--- src/design/phpt_pkg.sv ---
// ----------------------------------------------------------------------------
// Pulse half-peak timing counter: shared definitions
// Field widths, register indexes, result kinds and the types that pass
// between the sample cells, the result queue and the top level.
// ----------------------------------------------------------------------------
package phpt_pkg;

   // Field widths
   localparam int VALUE_W = 16;
   localparam int TIME_W  = 32;
   localparam int T2_W    = 33;
   localparam int HITS_W  = 16;
   localparam int LEVEL_W = 17;

   // Configuration register indexes
   localparam logic [1:0] CSR_BASELINE  = 2'd0;
   localparam logic [1:0] CSR_THRESHOLD = 2'd1;
   localparam logic [1:0] CSR_WIN_START = 2'd2;
   localparam logic [1:0] CSR_WIN_END   = 2'd3;

   // Register reset values
   localparam logic [VALUE_W-1:0] BASELINE_RESET  = 16'sd0;
   localparam logic [VALUE_W-1:0] THRESHOLD_RESET = 16'sd100;
   localparam logic [TIME_W-1:0]  WIN_START_RESET = 32'h0000_0000;
   localparam logic [TIME_W-1:0]  WIN_END_RESET   = 32'hFFFF_FFFF;

   // Result kinds
   localparam logic KIND_DETECT = 1'b0;
   localparam logic KIND_COUNT  = 1'b1;

   // Saturation limit of the hit counter
   localparam logic [HITS_W-1:0] HITS_MAX = 16'hFFFF;

   // Control broadcast to every sample cell
   typedef struct packed {
      logic                       shift;     // take the neighbour's sample
      logic                       evaluate;  // compare against the half level
      logic                       rising;    // positive pulse polarity
      logic signed [LEVEL_W-1:0]  level;     // peak plus baseline
   } cell_ctl_type;

   // One result item
   typedef struct packed {
      logic              kind;
      logic [T2_W-1:0]   time_x2;
      logic              in_window;
      logic [HITS_W-1:0] hits;
      logic              last;
   } result_type;

endpackage

--- src/design/phpt_cell.sv ---
// ----------------------------------------------------------------------------
// Pulse sample cell
// Holds one buffered sample with its time and the time of the sample before
// it. Samples move one cell along the row on every store. On a search each
// cell compares its doubled value with the half level and passes an
// "older hit" flag towards the newest cell, so that the oldest match wins.
// ----------------------------------------------------------------------------
module phpt_cell (
   input  logic                                 clock,
   input  logic                                 reset,
   input  phpt_pkg::cell_ctl_type               ctl,
   input  logic                                 valid,
   input  logic                                 newest,
   input  logic signed [phpt_pkg::VALUE_W-1:0]  value_in,
   input  logic [phpt_pkg::TIME_W-1:0]          time_in,
   input  logic [phpt_pkg::TIME_W-1:0]          prev_in,
   input  logic                                 older_hit_in,
   output logic signed [phpt_pkg::VALUE_W-1:0]  value_out,
   output logic [phpt_pkg::TIME_W-1:0]          time_out,
   output logic [phpt_pkg::TIME_W-1:0]          prev_out,
   output logic                                 hit_out,
   output logic                                 sel,
   output logic [phpt_pkg::TIME_W-1:0]          sel_time,
   output logic [phpt_pkg::TIME_W-1:0]          sel_prev
);

   logic signed [phpt_pkg::VALUE_W-1:0] value_ff, value_in_w;
   logic [phpt_pkg::TIME_W-1:0]         time_ff, time_in_w;
   logic [phpt_pkg::TIME_W-1:0]         prev_ff, prev_in_w;
   logic                                match_ff, match_in;
   logic signed [phpt_pkg::LEVEL_W-1:0] doubled;
   logic                                reaches;
   logic                                match_eff;

   // Sample storage moves along the row on a store.
   always_comb begin
      value_in_w = ctl.shift ? value_in : value_ff;
      time_in_w  = ctl.shift ? time_in  : time_ff;
      prev_in_w  = ctl.shift ? prev_in  : prev_ff;
   end

   always_ff @(posedge clock) begin
      value_ff <= value_in_w;
      time_ff  <= time_in_w;
      prev_ff  <= prev_in_w;
   end

   // Exact half-level test on doubled values.
   always_comb begin
      doubled  = $signed({value_ff, 1'b0});
      reaches  = ctl.rising ? (doubled >= ctl.level) : (doubled <= ctl.level);
      match_in = ctl.evaluate ? (valid & reaches) : match_ff;
   end

   always_ff @(posedge clock) begin
      if (reset) begin
         match_ff <= 1'b0;
      end else begin
         match_ff <= match_in;
      end
   end

   // The newest cell is the fallback edge when nothing reaches the level.
   always_comb begin
      match_eff = match_ff | newest;
      sel       = match_eff & ~older_hit_in;
      hit_out   = older_hit_in | match_eff;
      sel_time  = sel ? time_ff : '0;
      sel_prev  = sel ? prev_ff : '0;
   end

   assign value_out = value_ff;
   assign time_out  = time_ff;
   assign prev_out  = prev_ff;

endmodule

--- config.mk ---
export PLATFORM = sky130hd
export DESIGN_NAME = phpt_cell
export DESIGN_NICKNAME = d
export VERILOG_FILES = /design/src/design/phpt_pkg.sv /design/src/design/phpt_cell.sv
export SDC_FILE = /design/constraint.sdc
export NUM_CORES = 1
export LEC_CHECK = 0
export ABC_AREA = 1
export BUFFER_PORTS_ARGS = -buffer_cell sky130_fd_sc_hd__clkbuf_2
export CAP_MARGIN = 20
export CORE_AREA = 4 4 98 100
export DETAILED_ROUTE_END_ITERATION = 10
export DIE_AREA = 0 0 102 104
export PLACE_DENSITY_LB_ADDON = 0.2
export SLEW_MARGIN = 20
export SYNTH_ARGS = -nofsm -noshare
export SYNTH_HDL_FRONTEND = slang
export SYNTH_SLANG_ARGS = --single-unit
--- constraint.sdc ---
create_clock -name clock -period 1.7 [get_ports clock]
set_input_delay 0.34 -clock clock [delete_from_list [all_inputs] [get_ports clock]]
set_output_delay 0.34 -clock clock [all_outputs]
set_load 0.05 [all_outputs]
======== After elaboration in Yosys (flattened, before gate mapping) ========
Index checks and enable logic that the tools add are counted.
word-level totals
  flip-flop bits (word level) ............. 81
  input port bits ......................... 105
  logic and storage cells ................. 14
cells by class
  order comparisons ....................... 2
  multiplexer cells ....................... 3
  bitwise operators ....................... 5
operators with widths
  cell            number
  $mux W32        2
  $ge A17 B17 Y1  1
  $le A17 B17 Y1  1
  $and A1 B1 Y1   2
  $or A1 B1 Y1    2
  $mux W1         1
  $not A1 Y1      1

======== Depth between registers and ports, before layout ========
Gate-level depths: netlist of run 1.
  depth after elaboration ................. 3
  depth in mapped cells ................... 14
  depth with buffers taken out ............ 14

======== Worst setup path after synthesis of run 1 ========
Ideal clock, no wire load.
  path type ............................... input -> output
  start point ............................. input port newest
  end point ............................... output port sel_prev[0] in the netlist's numbering
  data arrival time ....................... 2168 ps
  required time ........................... 1360 ps
  setup slack ............................. -808 ps
  stages .................................. 5
  path buffers ............................ 1
  cell sequence ........................... nor2_1 nor2_1 inv_2 clkbuf_1 nor2_1
on the way
  word-level cells in the longest chain between the ends .. 3
RTL lines
  item                line             source
  start: declaration  phpt_cell.sv:13  input logic newest,
  $or A1 B1 Y1        phpt_cell.sv:65  match_eff = match_ff | newest;
  $and A1 B1 Y1       phpt_cell.sv:66  sel = match_eff & ~older_hit_in;
  via sel             phpt_cell.sv:22  output logic sel,
  $mux W32            phpt_cell.sv:69  sel_prev = sel ? prev_ff : '0;
  end: declaration    phpt_cell.sv:24  output logic [phpt_pkg::TIME_W-1:0] sel_prev
The timed path passes the listed nets, and every way through them passes these cells.

======== Worst setup path after layout of run 1 ========
  start point ............................. register match_ff
  end point ............................... output port sel_time[22] in the netlist's numbering
on the way
  word-level cells in the longest chain between the ends .. 3
RTL lines
  item                      line             source
  start: declaration        phpt_cell.sv:30  logic match_ff, match_in;
  start signal: assignment  phpt_cell.sv:59  match_ff <= match_in;
  $or A1 B1 Y1              phpt_cell.sv:65
  $and A1 B1 Y1             phpt_cell.sv:66
  $mux W32                  phpt_cell.sv:68  sel_time = sel ? time_ff : '0;
  end: declaration          phpt_cell.sv:23  output logic [phpt_pkg::TIME_W-1:0] sel_time,
No other way between the ends.

==> metrics.cfg, run 1 <==
[run_status]
status=finished, violations left
violations=negative setup slack

[power]
p_per_area_nw_per_um2=940
p_int_mw=4.01
combPwrFrac_pct=33.1
ir_worst_vdd_v=0.000602
p_leak_nw=3.21
p_seq_share_pct=39.6
pwr-share-clk_pct=27.2
p_switching_mw=2.23
p_sw_share_pct=35.7

[placement]
port_buffers=250
hpwlAfterDp_mm=8.46
place_congestion=0.818
place_ws_ns=-0.0463
dp_cells=684

[synthesis]
synth-async-reset-ratio_pct=0
ys.flop_type=edfxtp_1
synth_cell_types=20
synthesis.nets=444
syn_area_sq_um=3510
ys_seq_area_share_pct=68.9
avgSynthCellArea_sq_um=10.9
yosys_warnings=0
synth_edf_count=80
syn-instance-count=323
synth_seq_cells=81

[clocking]
cts.path.max_buffers=2
ctsHoldBuffers=0
clkSinkCount=81
numCtsBuffers=9
insertion_delay_ns=0.34
clk_pin_slew_worst_paths_ns=0.08
cts_tree=built
cts_root_buffer=clkbuf_8
htreeDepth=3

[critical_path]
required_ns=1.36
critPathArrivalTime_ns=1.46
reg2reg_from=value_out[14]$_DFFE_PP_
cp-end-kind=primary output
crit_fanout=13
crit_type=flip-flop to primary output
cp-startpoint=match_ff$_SDFFE_PP0P_
crit_path_start_kind=flip-flop

[routing]
routed-wl-met3_mm=1.26
dr_wl_met2_mm=6.87
drt-vias-per-instance=4.59
drtAntennaViolNets=0
first_pass_iters=4
dr_total_vias=3258
met1_length_mm=3.97
wirelength_mm=12.4
post_drt_wl_per_cell_um=17.5
drc=0
top_layer_used=met4
drt_iter0_drc=96

[floorplanning]
die_area_sq_um=10600
io_pins=251
core_area_sq_um=8680
start_util_pct=40.5
die_h_um=104
std_cell_rows=34
die_w_um=102

[global_routing]
grt_pass1_wl_mm=18.3
antenna_found_initial=0
overflow=0
first_global_vias=3636
grtUsageTotal_pct=22.7
grt_max_degree=81

[hold_path]
hp-start=reset
hold_class=input port to flip-flop

[finish]
regArea_sq_um=2420
nets=718
final_common_cell=clkbuf_2
drive_above_1_share_pct=62.6
syn2layout_area_growth_pct=88.9
utilization_pct=76.5
nFillCells=541
layout.cells.non_filler=710
multi_input_area_sq_um=1360
layout_common_cells=clkbuf_2 (184), inv_1 (94), edfxtp_1 (80), nor2_4 (67), buf_8 (42)
antenna_cells=0

[timing]
rsz0062_at_grt=yes
skew_ns=0.00627
slew_headroom_pct=70.8
finalSetupViolCount=65
slew_viol_final=0
period_share_pct=106
fin_crit_ns=1.80
hold_viol=0
layout_setup_ws_ns=-0.103
fmax_mhz=555
worst_pin_slew_ns=0.438

[run]
maxCapViolCount=0

per-stage QoR:
step	TNS, ns	power, mW	instance area [sq um]	hold slack, ns
after CTS	-5.71	6.13	6410	0.121
after detailed placement	-0.0463	4.26	5510	0.491
after global routing	-8.66	6.50	6640	0.126
after floorplan	-2.21	3.75	4000	0.402
after global placement	0	4.23	5510	0.469
final	-4.48	6.24	6640	0.151
power groups by stage:
stage | Sequential (mW) | Clock (mW) | Combinational, mW
after detailed placement | 2.51 | 0 | 1.75
final | 2.47 | 1.70 | 2.07
after floorplan | 3.03 | 0 | 0.713
after global placement | 2.50 | 0 | 1.73
after CTS | 2.47 | 1.73 | 1.93
after global routing | 2.49 | 1.85 | 2.16
registers in the layout, summed over array words and instances (netlist names):
register / flops
time_out: 32
value_out: 16
match_ff: 1
prev_out: 32
timing repair:
item / CTS / global route
buffers inserted: 4 / 6
setup endpoints to repair: 65 / 65
endpoints found under the hold margin: 0 / 0
pin swaps: 0 / 10
resized for setup: 141 / 68
cells by family after synthesis:
group                    after synthesis  synth area share [%]
adder cells (fa/ha/maj)               16                  5.70
AO/OA/AOI/OAI                          6                  1.03
buffers and inverters                103                  11.0
XOR/XNOR                               1                 0.249
flip-flops                            81                  68.9
AND/OR/NAND/NOR                      116                  13.1
cell type report:
type / count / share of cell area [%]
Sequential cell: 81 / 36.5
Clock inverter: 6 / 1.73
Clock buffer: 10 / 1.92
Inverter: 97 / 5.56
Multi-Input combinational cell: 139 / 20.4
Timing Repair Buffer: 269 / 31.8
Tap cell: 108 / 2.04
routing by layer:
layer / GRT usage, % / vias to the layer above
li1: - / 1538
met1: 21.7 / 1526
met2: 42.7 / 169
met3: 8.18 / 25
met4: 9.00 / 0
met5: 0 / -
path summary, 6_finish.rpt:
kind | endpoint | slack, ns | depth (start not counted)
max reg2reg | match_ff$_SDFFE_PP0P_ | -0.02 | 8
min reg2reg | match_ff$_SDFFE_PP0P_ | 0.51 | 2
min | match_ff$_SDFFE_PP0P_ | 0.15 | 2
max | sel_time[22] | -0.10 | 6
worst max-delay path: stages, from the launching register on:
cell and delay [ns]:
dfxtp_2 0.36, nor2_4 0.05, nor2_4 0.13, inv_6 0.10
buf_16 0.19, nor2_4 0.13, buf_8 0.15
synthesized netlist by cell type, types with 2 or more instances:
library cell	number	share of area, %
inv_1	95	10
nor2_1	71	7.6
a21oi_1	4	0.57
ha_1	16	5.7
nand4_1	2	0.36
clkbuf_1	6	0.64
nand3_1	3	0.43
nor2_2	2	0.36
nand2_1	34	3.6
edfxtp_1	80	68
Note: power is estimated with default switching activity, not from simulation.
==> inputs of run 2 (changes only) <==
--- a/config.mk
+++ b/config.mk
@@ -8,9 +8,11 @@
 export ABC_AREA = 1
 export BUFFER_PORTS_ARGS = -buffer_cell sky130_fd_sc_hd__clkbuf_2
 export CAP_MARGIN = 20
-export CORE_AREA = 4 4 98 100
+export CELL_PAD_IN_SITES_DETAIL_PLACEMENT = 0
+export CELL_PAD_IN_SITES_GLOBAL_PLACEMENT = 2
+export CORE_AREA = 4 4 132 134
 export DETAILED_ROUTE_END_ITERATION = 10
-export DIE_AREA = 0 0 102 104
+export DIE_AREA = 0 0 136 138
 export PLACE_DENSITY_LB_ADDON = 0.2
 export SLEW_MARGIN = 20
 export SYNTH_ARGS = -nofsm -noshare
==> run 2 against run 1 <==
The flow still finishes with violations (negative setup slack); combinational power grew 6%; routed wire length rose by 0.65%; largest cell class is now buffers; sequential cell count unchanged; sequential power hardly changed; clock skew increased by 0.0026 ns.
==> metrics.cfg, run 2 (synthesis results as in run 1) <==
[timing]
tns_ns=-5.68  ; -1.20 ns
hold_viol=0  ; unchanged
slew_viol_final=0  ; unchanged
fin_crit_ns=1.86  ; +0.0553 ns
rsz0062_at_grt=yes
fmax_mhz=538  ; -3.0%
period_share_pct=109  ; +3.3 points
finalSetupViolCount=59  ; -9.2%
skew_ns=0.00886  ; +0.00260 ns
hold_slack_ns=0.173  ; +0.0220 ns
layout_setup_ws_ns=-0.158  ; -0.0553 ns
slew_headroom_pct=75.4  ; +4.6 points
worst_pin_slew_ns=0.369  ; -0.0695 ns

[run_status]
violations=negative setup slack
status=finished, violations left

[power]
ir_worst_vdd_v=0.000456  ; -24%
p_per_area_nw_per_um2=949  ; +0.97%
p_leak_nw=3.39  ; +5.9%

[clocking]
cts_tree=built
clkSinkCount=81  ; unchanged
clk_pin_slew_worst_paths_ns=0.06  ; -0.02 ns
insertion_delay_ns=0.34  ; about the same
cts.path.max_buffers=2  ; unchanged
cts_root_buffer=clkbuf_16
numCtsBuffers=9  ; unchanged
htreeDepth=3  ; unchanged

[critical_path]
crit_type=flip-flop to primary output
crit_path_start_kind=flip-flop
critPathArrivalTime_ns=1.52  ; +0.06 ns
cp-end-kind=primary output
crit_slowest_cell=dfxtp_4
required_ns=1.36  ; about the same
cpPeakStageDelay_ns=0.36  ; about the same
crit_buf_inv=4  ; +1
crit_fanout=6  ; -7
crit_chain=nor2_4 -> nor2_4 -> inv_6 -> buf_4 -> buf_16 -> nor2_4 -> buf_12
cp_common_cell=nor2_4
path_delay_family=buffers and inverters

[finish]
syn2layout_area_growth_pct=108
nets=734  ; +2.2%
drive_above_1_share_pct=65.3  ; +2.7 points
layout_common_cells=clkbuf_2 (185), inv_1 (93), edfxtp_1 (80), nor2_4 (68), buf_12 (44)
final_common_cell=clkbuf_2
utilization_pct=44.8  ; -32 points
final_area_sq_um=7300  ; +9.9%
antenna_cells=0  ; unchanged

[floorplanning]
std_cell_rows=47  ; +38%
die_h_um=138  ; +33%
die_area_sq_um=18800  ; +77%
start_util_pct=21.6  ; -19 points
die_w_um=136  ; +33%
core_area_sq_um=16300  ; +88%
io_pins=251  ; unchanged

[run]
maxCapViolCount=0  ; unchanged

[routing]
wirelength_mm=12.5  ; +0.65%
first_pass_iters=4  ; unchanged
drtAntennaViolNets=0  ; unchanged
dr_total_vias=3184  ; -2.3%
drc=0  ; unchanged
drt-vias-per-instance=3.80  ; -17%
post_drt_wl_per_cell_um=14.9  ; -15%
drt_iter0_drc=86  ; -10%

[global_routing]
first_global_vias=3488  ; -4.1%
grt_pass1_wl_mm=19.0  ; +3.7%
grtUsageTotal_pct=13.3  ; -9.4 points
overflow=0  ; unchanged
grt_max_degree=55  ; -32%
antenna_found_initial=0  ; unchanged

[placement]
place_area_sq_um=6250  ; +13%
place_ws_ns=-0.00915  ; +0.0372 ns
place_congestion=0.814  ; -0.43%
hpwlAfterDp_mm=9.94  ; +18%
port_buffers=250  ; unchanged

[hold_path]
hold_class=input port to flip-flop

[run 2: changes by cell type in the layout (fill, tap and decap cells not counted), moves of 8 or more]
cell,delta
buf_4,+8
clkbuf_8,-28
buf_8,-17
buf_12,+38
clkbuf_16,+9
[run 2: worst register-to-register path: stages (launching register included)]
cell and delay, ns:
edfxtp_1 0.46, ha_4 0.31, nand2_2 0.07, nor2_2 0.13
inv_1 0.06, nor3_2 0.17, nor2_1 0.06, nand3_1 0.07
nand3_2 0.07, nand2_2 0.07, a21oi_2 0.05
[run 2: worst paths after layout]
| check | slack (ns) | cells past startpoint | startpoint | end |
|---|---|---|---|---|
| hold / removal | 0.17 | 1 | time_in[6] | time_out[6]$_DFFE_PP_ |
| hold reg to reg | 0.53 | 2 | match_ff$_SDFFE_PP0P_ | match_ff$_SDFFE_PP0P_ |
| setup reg to reg | 0.07 | 10 | value_out[2]$_DFFE_PP_ | match_ff$_SDFFE_PP0P_ |
| setup / recovery | -0.16 | 7 | match_ff$_SDFFE_PP0P_ | sel_prev[17] |
[run 2: area by class of cell]
type / instances / area [sq um]
clock inverters: 6 / 115
inverters: 97 / 369
multi-input cells: 139 / 1410
fillers: 1553 / 8990
well taps: 220 / 275
flip-flops and latches: 81 / 2430
clock buffers: 9 / 225
repair buffers: 284 / 2460
repair inverters: 1 / 6.26
[run 2: metal layers]
| layer | global-route usage (%) | share of wire [%] | wire length (um) | up-vias |
|---|---|---|---|---|
| met3 | 6.54 | 12 | 1450 | 13 |
| met1 | 14.4 | 36 | 4470 | 1450 |
| met2 | 22.3 | 51 | 6340 | 153 |
| met4 | 4.99 | 1.8 | 221 | 0 |
| li1 | - | - | - | 1568 |
| met5 | 0 | 0 | 0 | - |
[run 2: through the flow]
step	power, mW	instances
detailed placement	4.48	804
global route	7.23	837
finish	6.92	837
CTS	6.89	828
global placement	4.47	804
floorplan	3.75	323
[run 2: where the power goes]
part	leakage (nW)	total [mW]	internal, mW	switching (mW)
logic	2.44	2.20	0.770	1.43
registers	0.792	2.47	2.38	0.0967
clock network	0.162	2.25	1.44	0.812
total	3.39	6.92	4.58	2.34
[run 2: repair_timing]
item / CTS / global route
gates cloned: 2 / 0
pin swaps: 2 / 15
endpoints found under the setup margin: 64 / 65
buffers inserted: 7 / 9
hold buffers: 0 / 0
resized for setup: 72 / 64
