[config.mk]
export PLATFORM = sky130hd
export DESIGN_NAME = phpt_rsp_queue
export DESIGN_NICKNAME = d
export VERILOG_FILES = /design/src/design/phpt_pkg.sv /design/src/design/phpt_rsp_queue.sv
export SDC_FILE = /design/constraint.sdc
export NUM_CORES = 1
export LEC_CHECK = 0
export BUFFER_PORTS_ARGS = -buffer_cell sky130_fd_sc_hd__buf_2
export CORE_MARGIN = 2
export CORE_UTILIZATION = 45
export DETAILED_ROUTE_END_ITERATION = 8
export PLACE_DENSITY = 0.68
export SYNTH_ARGS = -nofsm -noshare
export SYNTH_HDL_FRONTEND = slang
export SYNTH_SLANG_ARGS = --single-unit
[constraint.sdc]
create_clock -name clock -period 7.3 [get_ports clock]
set_input_delay 0.365 -clock clock [delete_from_list [all_inputs] [get_ports clock]]
set_output_delay 0.365 -clock clock [all_outputs]
set_load 0.05 [all_outputs]
[src/design/phpt_pkg.sv]
// ----------------------------------------------------------------------------
// Pulse half-peak timing counter: shared definitions
// Field widths, register indexes, result kinds and the types that pass
// between the sample cells, the result queue and the top level.
// ----------------------------------------------------------------------------
package phpt_pkg;

   // Field widths
   localparam int VALUE_W = 16;
   localparam int TIME_W  = 32;
   localparam int T2_W    = 33;
   localparam int HITS_W  = 16;
   localparam int LEVEL_W = 17;

   // Configuration register indexes
   localparam logic [1:0] CSR_BASELINE  = 2'd0;
   localparam logic [1:0] CSR_THRESHOLD = 2'd1;
   localparam logic [1:0] CSR_WIN_START = 2'd2;
   localparam logic [1:0] CSR_WIN_END   = 2'd3;

   // Register reset values
   localparam logic [VALUE_W-1:0] BASELINE_RESET  = 16'sd0;
   localparam logic [VALUE_W-1:0] THRESHOLD_RESET = 16'sd100;
   localparam logic [TIME_W-1:0]  WIN_START_RESET = 32'h0000_0000;
   localparam logic [TIME_W-1:0]  WIN_END_RESET   = 32'hFFFF_FFFF;

   // Result kinds
   localparam logic KIND_DETECT = 1'b0;
   localparam logic KIND_COUNT  = 1'b1;

   // Saturation limit of the hit counter
   localparam logic [HITS_W-1:0] HITS_MAX = 16'hFFFF;

   // Control broadcast to every sample cell
   typedef struct packed {
      logic                       shift;     // take the neighbour's sample
      logic                       evaluate;  // compare against the half level
      logic                       rising;    // positive pulse polarity
      logic signed [LEVEL_W-1:0]  level;     // peak plus baseline
   } cell_ctl_type;

   // One result item
   typedef struct packed {
      logic              kind;
      logic [T2_W-1:0]   time_x2;
      logic              in_window;
      logic [HITS_W-1:0] hits;
      logic              last;
   } result_type;

endpackage

[src/design/phpt_rsp_queue.sv]
// ----------------------------------------------------------------------------
// Result queue
// Two-entry queue between the result logic and the result channel, so that
// both results of one sample can wait while the receiver stalls.
// ----------------------------------------------------------------------------
module phpt_rsp_queue (
   input  logic                     clock,
   input  logic                     reset,
   input  logic                     push,
   input  phpt_pkg::result_type     push_data,
   output logic                     full,
   output logic                     out_valid,
   input  logic                     out_ready,
   output phpt_pkg::result_type     out_data
);

   phpt_pkg::result_type entry_ff [2];
   logic                 rd_ptr_ff, rd_ptr_in;
   logic                 wr_ptr_ff, wr_ptr_in;
   logic [1:0]           count_ff, count_in;
   logic                 pop;

   // Pointer and occupancy update.
   always_comb begin
      pop       = out_valid & out_ready;
      rd_ptr_in = pop  ? ~rd_ptr_ff : rd_ptr_ff;
      wr_ptr_in = push ? ~wr_ptr_ff : wr_ptr_ff;
      count_in  = count_ff + {1'b0, push} - {1'b0, pop};
   end

   always_ff @(posedge clock) begin
      if (reset) begin
         rd_ptr_ff <= 1'b0;
         wr_ptr_ff <= 1'b0;
         count_ff  <= 2'd0;
      end else begin
         rd_ptr_ff <= rd_ptr_in;
         wr_ptr_ff <= wr_ptr_in;
         count_ff  <= count_in;
      end
   end

   // Entry storage.
   always_ff @(posedge clock) begin
      if (push) begin
         entry_ff[wr_ptr_ff] <= push_data;
      end
   end

   assign full      = count_ff[1];
   assign out_valid = (count_ff != 2'd0);
   assign out_data  = entry_ff[rd_ptr_ff];

endmodule

# Yosys cells after proc, flatten, opt, wreduce, memory -nomap -nowiden
# Memory sizes are Yosys's and may differ from the RTL's. A register that Yosys moved wholly into a read port is not among the register bits.
# Index checks and enable logic that the tools add are counted.
[op_classes]
bitwise = 3
add_sub_neg = 2
n_reduce_logical = 1
mux = 4
[op_table]
columns = ["operator", "count"]
rows = [
  ["$mux W1", 4],
  ["$add A2 B1 Y2", 1],
  ["$not A1 Y1", 2],
  ["$reduce_bool A2 Y1", 1],
  ["$sub A2 B1 Y2", 1],
  ["$and A1 B1 Y1", 1],
]
[totals]
register_bits = 4
n_memories = 1
mem_bits_rw = 104
wordCells = 14
output_inout_bits = 54
inputBits = 56
[memory_table]
columns = ["name", "depth", "word_bits", "rd", "rd_clocked_by_memory_dff", "write_ports", "line", "rtl"]
rows = [
  ["entry_ff", 2, 52, 1, 1, 1, "phpt_rsp_queue.sv:17", "phpt_pkg::result_type entry_ff [2];"],
]

# Longest topological paths before layout
# Gate-level depths: netlist of the first run.
[depth]
ltp_word = 4
mapped_depth = 6
depth_no_buf = 6

# Worst setup path after synthesis of the first run
# No wires, ideal clock.
[synth_timing]
path_kind = "input -> register"
startpoint = "input port push"
endpoint = "memory entry_ff[0][0] (netlist bit) (enable)"
setup_ps = 468
arrival_time_ps = 2667
path_slack_ps = 4165
path_buffers = 0
required_ps = 6832
cell_stages = 1
path_cell_list = "nor2b_1"
[synth_between]
elab_chain_len = 2
[synth_rtl]
columns = ["item", "line", "rtl"]
rows = [
  ["start, declared", "phpt_rsp_queue.sv:9", "input logic push,"],
  ["$mux W1", "phpt_rsp_queue.sv:45", "if (push) begin"],
  ["$mux W1 (implied by the code)", "phpt_rsp_queue.sv:46", "entry_ff[wr_ptr_ff] <= push_data;"],
  ["end, declared", "phpt_rsp_queue.sv:17", ""],
]
# No other way between the ends.

==> results of run 1 <==
## cell families after synthesis
| group | count (synthesis) | synth area share, % |
|---|---|---|
| buf+inv | 8 | 2.80 |
| xor+xnor | 2 | 0.737 |
| fa+ha+maj | 2 | 0.590 |
| mux | 54 | 18.7 |
| simple gates | 8 | 1.00 |
| compound gates | 1 | 0.177 |
| flops | 109 | 75.9 |
## layout by cell type (no fill, tap or decap), drive strengths merged, types with 2 or more instances in the layout
cell      synthesis  layout
nor2              3       3
clkbuf            0      10
ha                2       2
mux2             54      54
bufinv            0       2
edfxtp          104     104
buf               6     111
nor2b             3       3
inv               2       2
dfxtp             5       5
clkinvlp          0       2
## layer usage
layer	vias to the layer above	wire [um]	GRT usage [%]
met4	0	49	4.68
met5	-	0	0
met2	84	3180	21.4
met3	5	473	4.65
li1	944	-	-
met1	994	2930	16.4
## stage by stage
stage / hold slack [ps] / cells
6_report: 195 / 414
3_3_place_gp: 553 / 400
3_5_place_dp: 559 / 400
2_1_floorplan: 437 / 184
5_1_grt: 159 / 414
4_1_cts: 174 / 414
## state kept, by name, indices dropped and copies added, names as in the netlist, named ones only
name       count
rd_ptr_ff      1
entry_ff     104
wr_ptr_ff      1
count_ff       2
## where the power goes
group | switching, mW | internal (mW)
sequential | 0.0608 | 0.735
combinational | 0.327 | 0.196
clock | 0.184 | 0.190
## path summary, 6_finish.rpt
| path | slack, ps | startpoint | endpoint | cells after the start |
|---|---|---|---|---|
| setup / recovery | 4940 | register | out_data[0] | 2 |
| hold / removal | 200 | push_data[47] | entry_ff[1][47] | 1 |
| setup reg to reg | 5580 | wr_ptr_ff | entry_ff[1][13] | 2 |
| hold reg to reg | 600 | wr_ptr_ff | wr_ptr_ff | 2 |
## layout make-up
cell class,count,area [um^2]
fill,741,4150
clock inverter,4,75.1
tap,111,139
clock buffer,10,128
inverter,2,7.51
timing repair buffer,111,561
sequential,109,3230
multi-input combinational,67,911
## worst reg2reg max path: stages, from the launching register on
cell     delay, ps
dfxtp_1        420
and2_2         360
buf_4          540
==> flow_summary_export.csv, run 1 <==
group,metric,value,unit
clock_tree,cts_hold_buf,0,
sta,rsz0062_at_grt,"false",
synthesis,ys_top_cells_by_area,"edfxtp_1, mux2_4, buf_12",
cells_and_area,antennaDiodeCount,0,
floorplan,core,9200,um^2
route,drc,0,
cells_and_area,fin_area,5050,um^2
sta,fin_skew,8.40,ps
sta,worst_slew_pin_slew,979,ps
power_and_ir_drop,power_density,335,nW/um^2
placed_design,gp_routability_congestion,0.686,
synthesis,netlist-cell-type-count,15,
critical_path,path_cells,"mux2_2 > buf_2",
synthesis,synth.most_common_cell,"edfxtp_1",
sta,fin_setup_tns,0,ps
global_route,overflow,0,
clock_tree,clk_path_buf_depth,2,
global_route,grt_use_total,13.2,%
global_route,grt_max_degree,53,
clock_tree,numCtsBuffers,9,
floorplan,dieArea,10200,um^2
power_and_ir_drop,peakVddDrop,0.000225,V
cells_and_area,syn2layout_area_growth,18.9,%
placed_design,dp_hpwl,4.24,mm
critical_path,cp-end-kind,"primary output",
cells_and_area,layout-drive-gt1-share,60.1,%
placed_design,dpl_worst_slack,5270,ps
synthesis,syn_avg_cell_area,23.1,um^2
synthesis,ys_ff_latch,109,
clock_tree,htree_levels,3,
critical_path,worstPathMaxFanout,52,
clock_tree,clock-sinks,109,
critical_path,crit_family,"flip-flops",
sta,slew_headroom,34.7,%
sta,setup_viol,0,
route,post_drt_wl_per_cell,16.0,um
critical_path,cp.arrival,2000,ps
synthesis,syn_nets,242,
clock_tree,cts_root_buf,"clkbuf_8",
clock_tree,insertion_delay,350,ps
synthesis,syn_inst,184,
global_route,grt_first_pass_wirelength,9.92,mm
critical_path,cp.required,6930,ps
synthesis,async_flop_share,0,%
critical_path,cp_num_buf_inv,1,
placed_design,io_buffer_count,109,
sta,period_needed,2360,ps
critical_path,crit_slowest_cell,"dfxtp_4",
route,ant_nets,0,
floorplan,initial_core_util,46.1,%
run,cap_violations,0,
placed_design,place_area,4840,um^2
critical_path,max_stage_delay,1010,ps
synthesis,synth_common_cells,"edfxtp_1, mux2_4, buf_12, dfxtp_1, mux2_2",
route,drtPass1Iterations,4,
floorplan,die_w,101,um
floorplan,row_count,35,
synthesis,yosysSeqAreaShare,75.9,%
sta,post-route-period-util,32.4,%
route,dr.first_iter.drc_count,39,
clock_tree,post_cts_resized,0,
sta,setup_ws,4940,ps
sta,final-max-slew-violation-count,0,
synthesis,netlist_area,4240,um^2
critical_path,startpoint_type,"register",
power_and_ir_drop,power,1.69,mW
clock_tree,clk_pin_slew_worst_paths,100,ps
clock_tree,tritoncts,"yes",
sta,fmax,423,MHz
sta,hold_viol_final,0,
cells_and_area,final_nets,358,
critical_path,critPathKind,"reg2out",
floorplan,die_y,101,um
synthesis,ys_warn_count,0,
route,vias,2027,
synthesis,synth-edff-count,104,
floorplan,ios,110,
clock_tree,post_cts_buffers,0,
global_route,antenna_found_initial,0,
power_and_ir_drop,p_leak,2.00,nW
synthesis,yosys_most_used_dff,"edfxtp_1",
route,detail_route.vias_per_cell,4.90,
min_path,hp-class,"in2reg",
synthesis,synth_top_area_share,73.6,%
route,routed_wl,6.63,mm
status,status,"completed",
global_route,grt_pass1_vias,2037,
cells_and_area,fin_util,54.9,%
synthesis,yosysTopAreaCell,"edfxtp_1",
Note: power is estimated with default switching activity, not from simulation.
==> inputs of run 2 (changes only) <==
clock period = 2.45 ns   (was 7.3 ns; I/O delays follow)
==> run 2 against run 1 <==
  * Cell count up 14%
  * Design area up 11%
  * Non-clock buffer count grew 56
==> flow_summary_export.csv, run 2 (synthesis gave the netlist of run 1 again) <==
group,metric,value,unit
global_route,grt_max_degree,39,
clock_tree,post_cts_buffers,0,
floorplan,core,9200,um^2
clock_tree,clock-sinks,109,
cells_and_area,top_regs,"entry_ff x104, count_ff x2",
cells_and_area,final_nets,414,
power_and_ir_drop,pwr-share-seq,45.0,%
cells_and_area,fin_util,61.0,%
power_and_ir_drop,peakVddDrop,0.000745,V
route,drtPass1Iterations,4,
critical_path,startpoint_type,"register",
cells_and_area,syn2layout_area_growth,32.3,%
min_path,hp-class,"in2reg",
cells_and_area,final_cell_mix,"buf_2, edfxtp_1, dlygate4sd3_1",
floorplan,row_count,35,
floorplan,die_y,101,um
placed_design,gp_routability_congestion,0.628,
global_route,grt_pass1_vias,2161,
cells_and_area,instances_no_fill,470,
sta,slew_headroom,68.0,%
global_route,antenna_found_initial,0,
route,drc,0,
power_and_ir_drop,p_comb_share,35.0,%
clock_tree,clk_path_buf_depth,2,
route,routed_wl,6.82,mm
clock_tree,insertion_delay,350,ps
power_and_ir_drop,p_clk_share,20.0,%
sta,setup_viol,0,
route,dr.first_iter.drc_count,78,
critical_path,r2r_setup_slack,950,ps
route,post_drt_wl_per_cell,14.5,um
sta,fin_skew,7.66,ps
global_route,grt_first_pass_wirelength,10.4,mm
global_route,overflow,0,
critical_path,crit_slowest_cell,"dfxtp_4",
sta,worst_slew_pin_slew,478,ps
floorplan,ios,110,
route,vias,2169,
route,ant_nets,0,
sta,fmax,542,MHz
status,status,"completed",
cells_and_area,fill_cells,711,
placed_design,dp_hpwl,4.48,mm
clock_tree,clk_pin_slew_worst_paths,90,ps
power_and_ir_drop,p_int,3.31,mW
cells_and_area,largest_reg_flops,104,
power_and_ir_drop,switchingPower,1.72,mW
critical_path,critPathKind,"reg2out",
floorplan,initial_core_util,46.1,%
run,cap_violations,0,
placed_design,post-place-cells,403,
cells_and_area,top_register,"entry_ff",
cells_and_area,final_common_cell,"buf_2",
critical_path,cp.required,2330,ps
floorplan,dieArea,10200,um^2
critical_path,cp-end-kind,"primary output",
sta,period_needed,1850,ps
sta,rsz0062_at_grt,"false",
cells_and_area,regArea,3230,um^2
cells_and_area,fin_area,5610,um^2
power_and_ir_drop,switching_share,34.2,%
clock_tree,htree_levels,3,
critical_path,cp.arrival,1720,ps
global_route,grt_use_total,13.8,%
power_and_ir_drop,p_leak,2.24,nW
route,detail_route.vias_per_cell,4.61,
critical_path,path_cells,"buf_4 > mux2_2 > buf_2",
critical_path,worstPathMaxFanout,15,
clock_tree,tritoncts,"yes",
cells_and_area,antennaDiodeCount,0,
cells_and_area,layout-drive-gt1-share,51.3,%
power_and_ir_drop,power,5.03,mW
clock_tree,numCtsBuffers,9,
sta,post-route-period-util,75.4,%
clock_tree,cts_root_buf,"clkbuf_8",
power_and_ir_drop,power_density,896,nW/um^2
placed_design,place_area,4900,um^2
sta,hold_viol_final,0,
cells_and_area,multiInputGateArea,911,um^2
placed_design,io_buffer_count,109,
sta,final-max-slew-violation-count,0,
sta,fin_setup_tns,0,ps
critical_path,max_stage_delay,480,ps
floorplan,die_w,101,um
==> run 2: cell count changes in the layout (fill, tap and decap cells not counted), sizes merged <==
cell	previous run	this run
buf	111	114
bufinv	2	1
clkinv	0	1
clkinvlp	2	1
dlygate4sd3	0	53
inv	2	3
==> run 2: final cells by class <==
| type | count | area share [%] |
|---|---|---|
| Sequential cell | 109 | 57.5 |
| Tap cell | 111 | 2.47 |
| Multi-Input combinational cell | 67 | 16.2 |
| Clock inverter | 4 | 0.892 |
| Inverter | 2 | 0.134 |
| Timing Repair Buffer | 167 | 20.5 |
| Clock buffer | 10 | 2.27 |
==> run 2: routing by layer <==
layer / wire length (um) / vias to the layer above / global-route usage [%]
met1: 2800 / 1044 / 16.0
met4: 87 / 0 / 5.93
met3: 352 / 7 / 4.30
met2: 3580 / 64 / 23.5
met5: 0 / - / 0
li1: - / 1054 / -
==> run 2: power by group through the flow <==
stage	sequential, mW	combinational (mW)	clock [mW]
after floorplan	2.30	1.48	0
after global placement	2.30	1.69	0
after detailed placement	2.31	1.71	0
after CTS	2.27	1.78	1.05
after global routing	2.28	1.85	1.13
final	2.26	1.76	1.01
==> run 2: critical path: cells and delay by family (launching register included) <==
| family | cells | cell delay, ps |
|---|---|---|
| flops | 1 | 480 |
| buf+inv | 2 | 530 |
| mux | 1 | 360 |
==> run 2: worst paths after layout <==
check | start | end | depth (start not counted)
setup / recovery | register | out_data[0] | 3
hold / removal | push | wr_ptr_ff | 3
hold reg to reg | wr_ptr_ff | wr_ptr_ff | 2
setup reg to reg | wr_ptr_ff | entry_ff[1][9] | 2
==> run 2: timing repair <==
item	in CTS	in global routing
resized for setup	0	0
hold buffers	53	0
setup endpoints to repair	0	0
hold endpoints to repair	107	0
==> run 2: through the flow <==
stage	hold WS, ps	setup WS, ps
2_1_floorplan	194	337
5_1_grt	94.7	506
3_3_place_gp	311	951
3_5_place_dp	315	930
4_1_cts	72.2	561
6_report	86.1	604
==> inputs of run 3 (changes only) <==
clock period = 1.7 ns   (was 2.45 ns; I/O delays follow)
==> run 3 against run 2 <==
  * Design area rose by 2.1%
  * Clock skew is essentially flat
  * Largest power group unchanged
  * Cell count increased by 1.7%
  * Setup slack worse by 550 ps
  * Critical endpoint is now out_data[12]
  * Critical path type unchanged
  * Critical path depth did not move
  * Sequential power rose by 44%
  * Die area unchanged
  * Sequential share of layout area is 1.2 points lower
==> flow_summary_export.csv, run 3 (synthesis gave the netlist of run 1 again) <==
group,metric,value,unit
critical_path,startpoint_type,"register",
cells_and_area,fin_util,62.3,%
clock_tree,insertion_delay,360,ps
clock_tree,htree_levels,3,
route,detail_route.vias_per_cell,4.62,
cells_and_area,fill_cells,674,
critical_path,r2r_setup_slack,310,ps
placed_design,gp_routability_congestion,0.629,
critical_path,cp_num_buf_inv,2,
placed_design,dp_hpwl,4.33,mm
critical_path,path_cells,"clkbuf_16 > mux2_4 > buf_2",
critical_path,crit_slowest_cell,"dfxtp_4",
power_and_ir_drop,p_leak,2.30,nW
critical_path,worstPathMaxFanout,13,
critical_path,cp-end-kind,"primary output",
critical_path,rr_worst_depth,6,
sta,fin_skew,7.39,ps
sta,fmax,608,MHz
sta,period_needed,1650,ps
power_and_ir_drop,power,7.36,mW
route,vias,2210,
cells_and_area,top_register,"entry_ff",
critical_path,max_stage_delay,460,ps
cells_and_area,top_regs,"entry_ff x104, count_ff x2",
route,drtPass1Iterations,4,
global_route,grt_pass1_vias,2204,
cells_and_area,multiInputGateArea,911,um^2
global_route,met3_usage,3.74,%
sta,fin_setup_tns,0,ps
clock_tree,clock-sinks,109,
critical_path,reg2reg_to,"count_ff[1]",
sta,post-route-period-util,96.8,%
min_path,hold_depth,3,
cells_and_area,syn2layout_area_growth,35.0,%
sta,final-max-slew-violation-count,0,
route,drc,0,
cells_and_area,final_common_cell,"buf_2",
clock_tree,cts_root_buf,"clkbuf_8",
clock_tree,tritoncts,"yes",
min_path,hp-class,"in2reg",
floorplan,core,9200,um^2
placed_design,place_area,4940,um^2
global_route,grt_use_total,13.7,%
clock_tree,clk_path_buf_depth,2,
sta,worst_slew_pin_slew,372,ps
floorplan,die_y,101,um
cells_and_area,layout-drive-gt1-share,52.3,%
power_and_ir_drop,power_density,1290,nW/um^2
sta,setup_viol,0,
floorplan,initial_core_util,46.1,%
cells_and_area,antennaDiodeCount,0,
sta,hold_viol_final,0,
global_route,overflow,0,
power_and_ir_drop,peakVddDrop,0.000872,V
sta,rsz0062_at_grt,"true",
global_route,grt_max_degree,40,
cells_and_area,final_cell_mix,"buf_2, edfxtp_1, dlygate4sd3_1",
floorplan,ios,110,
clock_tree,clk_pin_slew_worst_paths,90,ps
critical_path,critPathKind,"reg2out",
route,routed_wl,7.14,mm
global_route,antenna_found_initial,0,
critical_path,reg2reg_from,"count_ff[1]",
status,status,"completed",
critical_path,cp.arrival,1560,ps
run,cap_violations,0,
global_route,gr-max-usage-layer,"met2",
floorplan,die_w,101,um
route,ant_nets,0,
min_path,hold_end,"wr_ptr_ff",
cells_and_area,fin_area,5730,um^2
global_route,grt.met2_usage,23.2,%
critical_path,crit_family,"flip-flops",
critical_path,cp.required,1620,ps
min_path,min-delay-start,"push",
clock_tree,numCtsBuffers,9,
floorplan,dieArea,10200,um^2
cells_and_area,final_nets,420,
cells_and_area,regArea,3230,um^2
route,post_drt_wl_per_cell,14.9,um
global_route,grt_first_pass_wirelength,10.4,mm
floorplan,row_count,35,
sta,slew_headroom,75.2,%
route,dr.first_iter.drc_count,67,
global_route,grtUsageMet1,16.9,%
placed_design,io_buffer_count,109,
cells_and_area,largest_reg_flops,104,
## run 3: worst min-delay path, cell delays in order
cell and delay, ps:
buf_2 120, xnor2_1 60, nor2_1 70
## run 3: area by class of cell
type,instances,area share (%)
sequential,109,56.3
timing repair buffer,173,22.2
multi-input combinational,67,15.9
tap,111,2.42
clock buffer,9,2.16
clock inverter,7,0.874
inverter,2,0.131
## run 3: worst max path at each step
stage	endpoint	slack, ps	start	cells after the start
global route	out_data[12]	-20	register	3
finish	out_data[12]	50	register	3
CTS	out_data[0]	0.5	register	3
global placement	count_ff[1]	370	count_ff[1]	6
floorplan	count_ff[1]	80	count_ff[1]	6
detailed placement	count_ff[1]	320	count_ff[1]	6
## run 3: report_power, final
group	internal, mW	leakage [nW]	switching (mW)
logic	1.08	1.19	1.64
registers	3.15	1.02	0.0956
clock network	0.542	0.0906	0.857
total	4.77	2.30	2.59
## run 3: stage by stage
step           worst slack (ps)  hold slack [ps]  instances
6_report                   54.1             15.9        478
5_1_grt                   -18.3             39.1        478
4_1_cts                   0.503             3.77        474
3_5_place_dp                322              277        405
3_3_place_gp                371              272        405
2_1_floorplan              83.7              157        184
## run 3: layer usage
metal | vias up | part of all wire, %
li1 | 1078 | -
met3 | 9 | 4.3
met2 | 61 | 50
met5 | - | 0
met1 | 1062 | 44
met4 | 0 | 1.5
## run 3: what timing repair did
item                                   in CTS  in global routing
buffers inserted                            0                  2
resized for setup                           1                  2
hold buffers                               53                  0
endpoints found under the hold margin     107                  0
pin swaps                                   0                  0
setup endpoints to repair                   1                 28
gates cloned                                0                  2
